**src/rtl/assert_macros.svh**
```systemverilog
// ----------------------------------------------------------------------------
// assert_macros
// Assertion helper macros for the bitmap store RTL.
// ----------------------------------------------------------------------------
`ifndef ASSERT_MACROS_SVH
`define ASSERT_MACROS_SVH
`ifndef NO_ASSERTIONS
`define ASSERT_IMPLIES(label, clk, rst, ante, cons, msg) \
  label: assert property (@(posedge clk) disable iff (rst) (ante) |-> (cons)) else $error(msg);
`define ASSERT_NEXT(label, clk, rst, ante, cons, msg) \
  label: assert property (@(posedge clk) disable iff (rst) (ante) |=> (cons)) else $error(msg);
`else
`define ASSERT_IMPLIES(label, clk, rst, ante, cons, msg)
`define ASSERT_NEXT(label, clk, rst, ante, cons, msg)
`endif
`endif

```
**src/rtl/bse_mem.sv**
```systemverilog
// ----------------------------------------------------------------------------
// bse_mem
// Word store: one write port, one read port, registered read data.
// ----------------------------------------------------------------------------
module bse_mem #(
  parameter int DEPTH = 128,
  parameter int AW = 7
) (
  input  logic          clk,
  input  logic          we,
  input  logic [AW-1:0] waddr,
  input  logic [31:0]   wdata,
  input  logic [AW-1:0] raddr,
  output logic [31:0]   rdata
);
  logic [31:0] mem [DEPTH];

  // write port
  always_ff @(posedge clk) begin
    if (we) mem[waddr] <= wdata;
  end

  // read port
  always_ff @(posedge clk) begin
    rdata <= mem[raddr];
  end
endmodule

```
**config.mk**
```make
export PLATFORM = sky130hd
export DESIGN_NAME = bse_mem
export DESIGN_NICKNAME = d
export VERILOG_FILES = /design/src/rtl/assert_macros.svh /design/src/rtl/bse_mem.sv
export SDC_FILE = /design/constraint.sdc
export NUM_CORES = 2
export LEC_CHECK = 0
export BUFFER_PORTS_ARGS = -buffer_cell sky130_fd_sc_hd__buf_2
export CAP_MARGIN = 10
export CORE_ASPECT_RATIO = 1.75
export CORE_MARGIN = 1.5
export CORE_UTILIZATION = 50
export CTS_CLUSTER_SIZE = 24
export DETAILED_ROUTE_END_ITERATION = 7
export HOLD_SLACK_MARGIN = 0.15
export PLACE_DENSITY = 0.65
export SYNTH_ARGS = -nofsm -noshare
export SYNTH_HDL_FRONTEND = slang
export SYNTH_SLANG_ARGS = --single-unit
export TNS_END_PERCENT = 10
```
**constraint.sdc**
```tcl
create_clock -name clk -period 5.1 [get_ports clk]
set_clock_uncertainty 0.05 [all_clocks]
set_input_delay 1.02 -clock clk [delete_from_list [all_inputs] [get_ports clk]]
set_output_delay 1.02 -clock clk [all_outputs]
set_load 0.005 [all_outputs]
```
# Word level (Yosys, flattened, before mapping)
# Memory sizes are Yosys's and may differ from the RTL's. A register that Yosys moved wholly into a read port is not among the register bits.
# Index checks and enable logic that the tools add are counted.
dict set report word_totals {
  regBits 0
  ramBits 4096
  inputBits 48
  out_inout_bits 32
  word_cells 3
  mem_count 1
}
# memory depth word_bits read_ports rd_ports_with_merged_regs wr line
set mem_list {}
lappend mem_list {mem 128 32 1 1 1 bse_mem.sv:16} ;# logic [31:0] mem [DEPTH];
dict set report classes {
  n_mux 2
}
# cell count
set ops {}
lappend ops {{$mux W1} 2}

# Longest topological paths before layout
dict set report depth {
  ltp_word 2
  depth_mapped 8
  depth_no_buf 4
}

# Worst setup path after synthesis
# No wires, ideal clock.
dict set report synth_timing {
  path_type {input-to-reg}
  from {in we}
  to {mem mem[98][0], enable pin}
  setup_ns 0.461
  arrival_ns 3.798
  required_time_ns 4.589
  path_slack_ns 0.791
  stages 3
  path_buffers 1
  cell_sequence {clkbuf_1 > nand4_1 > nor3_1}
}
dict set report synth_via {
  elab_chain_len 2
}
# item line
set synth_lines {}
lappend synth_lines {{start: declaration} bse_mem.sv:10} ;# input logic we,
lappend synth_lines {{$mux W1} bse_mem.sv:20} ;# if (we) mem[waddr] <= wdata;
lappend synth_lines {{$mux W1 (implied by the code)} bse_mem.sv:20}
lappend synth_lines {{end: declaration} bse_mem.sv:16}
# Every way passes these cells.

==> flow_metrics.tcl <==
set metrics [dict create \
    result_of_the_run "finished, final reports clean" \
    met3WireLength_um 34100 \
    cts_num_sinks 4128 \
    wl_met2_um 228000 \
    achievable-frequency_mhz 273 \
    timing.rr.end "rdata[19]$_DFF_P_" \
    wl_met1_um 146000 \
    syn_nets 6038 \
    critical-path-top-delay-family "multiplexers" \
    hold_slack_ns 0.453 \
    post_drt_via_cell_ratio 6.39 \
    critical_path.startpoint_type "primary input" \
    fraction_of_layout_instances_using_a_drive_strength_above_1 0.366 \
    final_critical_period_ns 3.66 \
    firstDrtPassIters 5 \
    grt_setup_unrepaired "false" \
    cp_max_fo 28 \
    yosys.area.top_type_share 0.787 \
    timing.final.ws_setup_ns 1.44 \
    synth.top_cells.by_area "edfxtp_1 (79%), mux4_2 (19%), clkbuf_1 (0.44%)" \
    dr_total_vias 71600 \
    hold_viol 0 \
    die_area_sq_um 316000 \
    final_min_period_over_clock_period 0.717 \
    number_of_antenna_violations_at_the_first_check_in_global_routing 89 \
    detailedPlace.worstSlack_ns 0.583 \
    max-clock-path-buffers 4 \
    routed_wire_length_per_instance_um 39.1 \
    max_slew.worst_pin.slew_ns 1.27 \
    finish.cell_count_without_fillers 11200 \
    hold-path-cell-count 1 \
    syn-cell-area_sq_um 156000 \
    timing.final.max_slew_violations 0 \
    cts.repair_timing.setup_buffer_count 0 \
    dp.cells 10200 \
    weighted_congestion_at_the_end_of_routability_driven_global_placement 0.851 \
    clkLatencyLatePin_ns 0.94 \
    power.density_cell_area_nw_per_um2 388 \
    syn_avg_cell_area_sq_um 26.1 \
    htree_num_levels 5 \
    number_of_buffers_added_by_the_clock_tree_synthesis_step 353 \
    yosysSeqAreaShare 0.791 \
    critical_path.slowest_cell "mux4_2" \
    worst_path_most_repeated_cell "mux4_2" \
    mostFrequentLayoutCell "edfxtp_1" \
    initial_core_util 0.503 \
    hold_path_class "in -> reg" \
    worstPathCellList "buf_12 > buf_12 > buf_4 > mux4_2 > mux4_2 > mux4_2 > mux2_2" \
    placement_rows 271 \
    final_cell_mix "edfxtp_1 (4,096), mux4_2 (1,344), clkbuf_16 (360)" \
    syn_inst 5990 \
    headroom_to_the_max_slew_limit 0.156 \
    endpoint_kind "flop" \
    timing.setup.critical_path_class "in -> reg" \
    reg2reg_slack_ns 2.21 \
    detail_route.drc_violations 0 \
    chipHeight_um 743 \
    cellLeakagePower_nw 54.2 \
    buffer_ports.inserted 79 \
    worstSetupPathDepth 7 \
    critical_path.n_buffers_inverters 3 \
    cts_resized 0 \
    setup-violations-final 0 \
    antenna_violation_net_count_after_detailed_routing 0 \
    ys_ff_latch 4128 \
    clk_transition_reported_paths_ns 0.07 \
    hold-path-endpoint "mem[9][15]$_DFFE_PP_" \
    grt_first_pass_wirelength_um 599000 \
    maxCapViolations 0 \
    finalNetCount 6522 \
    synth_area_leader_cell "edfxtp_1" \
    area_growth_pct 13.9 \
    hp-start "wdata[15]" \
    overflow 0 \
    post-dp-hpwl_um 258000 \
    timing.setup.tns_ns 0 \
    tritoncts "yes" \
    maximum_vdd_drop_uv 276 \
    cp_slowest_stage_delay_ns 0.74 \
    cts_root_buf "clkbuf_16" \
    fp.coreArea_sq_um 311000 \
    cts-hold-fix-buffers 0 \
    ys_types 17 \
    arrival_ns 4.39 \
    worst_ep_required_time_ns 5.83 \
    length_in_cells_of_the_worst_reg_to_reg_path 4 \
    ys.warnings.count 0 \
    initialDrtViolationCount 9901 \
    grt_pass1_vias 72700 \
    route.top_layer_used "met5" \
    routed_wirelength_um 438000 \
    grt_start_max_net_pins 129 \
    r2r_start "mem[126][19]$_DFFE_PP_" \
    boundaryPins 80 \
    fp.dieW_um 426 \
    grt.total_usage 0.280 \
]
[logic make-up (layout without fill, tap and decap cells)]
logic type,after synthesis,in the layout,share of synthesized area
multiplexers,1376,1376,0.196
flip-flops,4128,4128,0.791
AND/OR/NAND/NOR,170,170,0.00446
other,0,346,0
buffers and inverters,316,1086,0.00839
[Yosys cell counts (all sizes together)]
| cell | count |
|---|---|
| buf | 134 |
| clkbuf | 182 |
| dfxtp | 32 |
| edfxtp | 4096 |
| mux2 | 32 |
| mux4 | 1344 |
| nand2 | 14 |
| nand2b | 2 |
| nand3 | 12 |
| nand4 | 3 |
| nor2 | 122 |
| nor2b | 7 |
| nor3 | 9 |
| or3 | 1 |
[per-layer routing]
layer | vias to the layer above | GRT usage
li1 | 27700 | -
met1 | 39400 | 0.341
met2 | 3840 | 0.476
met3 | 663 | 0.0373
met4 | 18 | 0.171
met5 | - | 0
[report_power, final]
group | internal [mW] | leakage [nW] | total [mW] | switching (mW)
combinational | 1.46 | 11.4 | 3.86 | 2.41
sequential | 37.4 | 37.1 | 37.6 | 0.189
clock | 15.3 | 5.65 | 27.5 | 12.2
total | 54.2 | 54.2 | 69.0 | 14.8
[worst max path at each step]
stage          startpoint              endpoint  slack (ns)
3_5_place_dp     raddr[0]     rdata[20]$_DFF_P_        0.58
4_1_cts          raddr[0]     rdata[20]$_DFF_P_        1.56
2_1_floorplan          we  mem[98][0]$_DFFE_PP_        0.79
5_1_grt          raddr[0]     rdata[20]$_DFF_P_        1.43
3_3_place_gp     raddr[0]     rdata[20]$_DFF_P_        0.61
6_report         raddr[0]     rdata[20]$_DFF_P_        1.44
[flip-flops by register name, indices dropped and copies added, names as in the netlist]
register / flops
rdata: 32
mem: 4096
[layout make-up]
cell class	count	area, sq um
Antenna cell	346	866
Clock buffer	425	9310
Clock inverter	216	2300
Fill cell	21700	133000
Multi-Input combinational cell	1546	32300
Sequential cell	4128	124000
Tap cell	4095	5120
Timing Repair Buffer	445	4450
[worst register-to-register path, delay by kind of cell (launching register included)]
kind / cells / cell delay [ns]
muxes: 4 / 2.32
DFF: 1 / 0.37
[metrics by stage]
step / util / power [mW] / area, sq um
after global placement: 0.532 / 42.2 / 165000
after floorplan: - / 40.0 / 156000
after detailed placement: 0.532 / 42.2 / 165000
after global routing: 0.572 / 70.5 / 178000
after CTS: 0.570 / 69.3 / 177000
final: 0.572 / 69.0 / 178000
(Power assumes the default switching activity.)
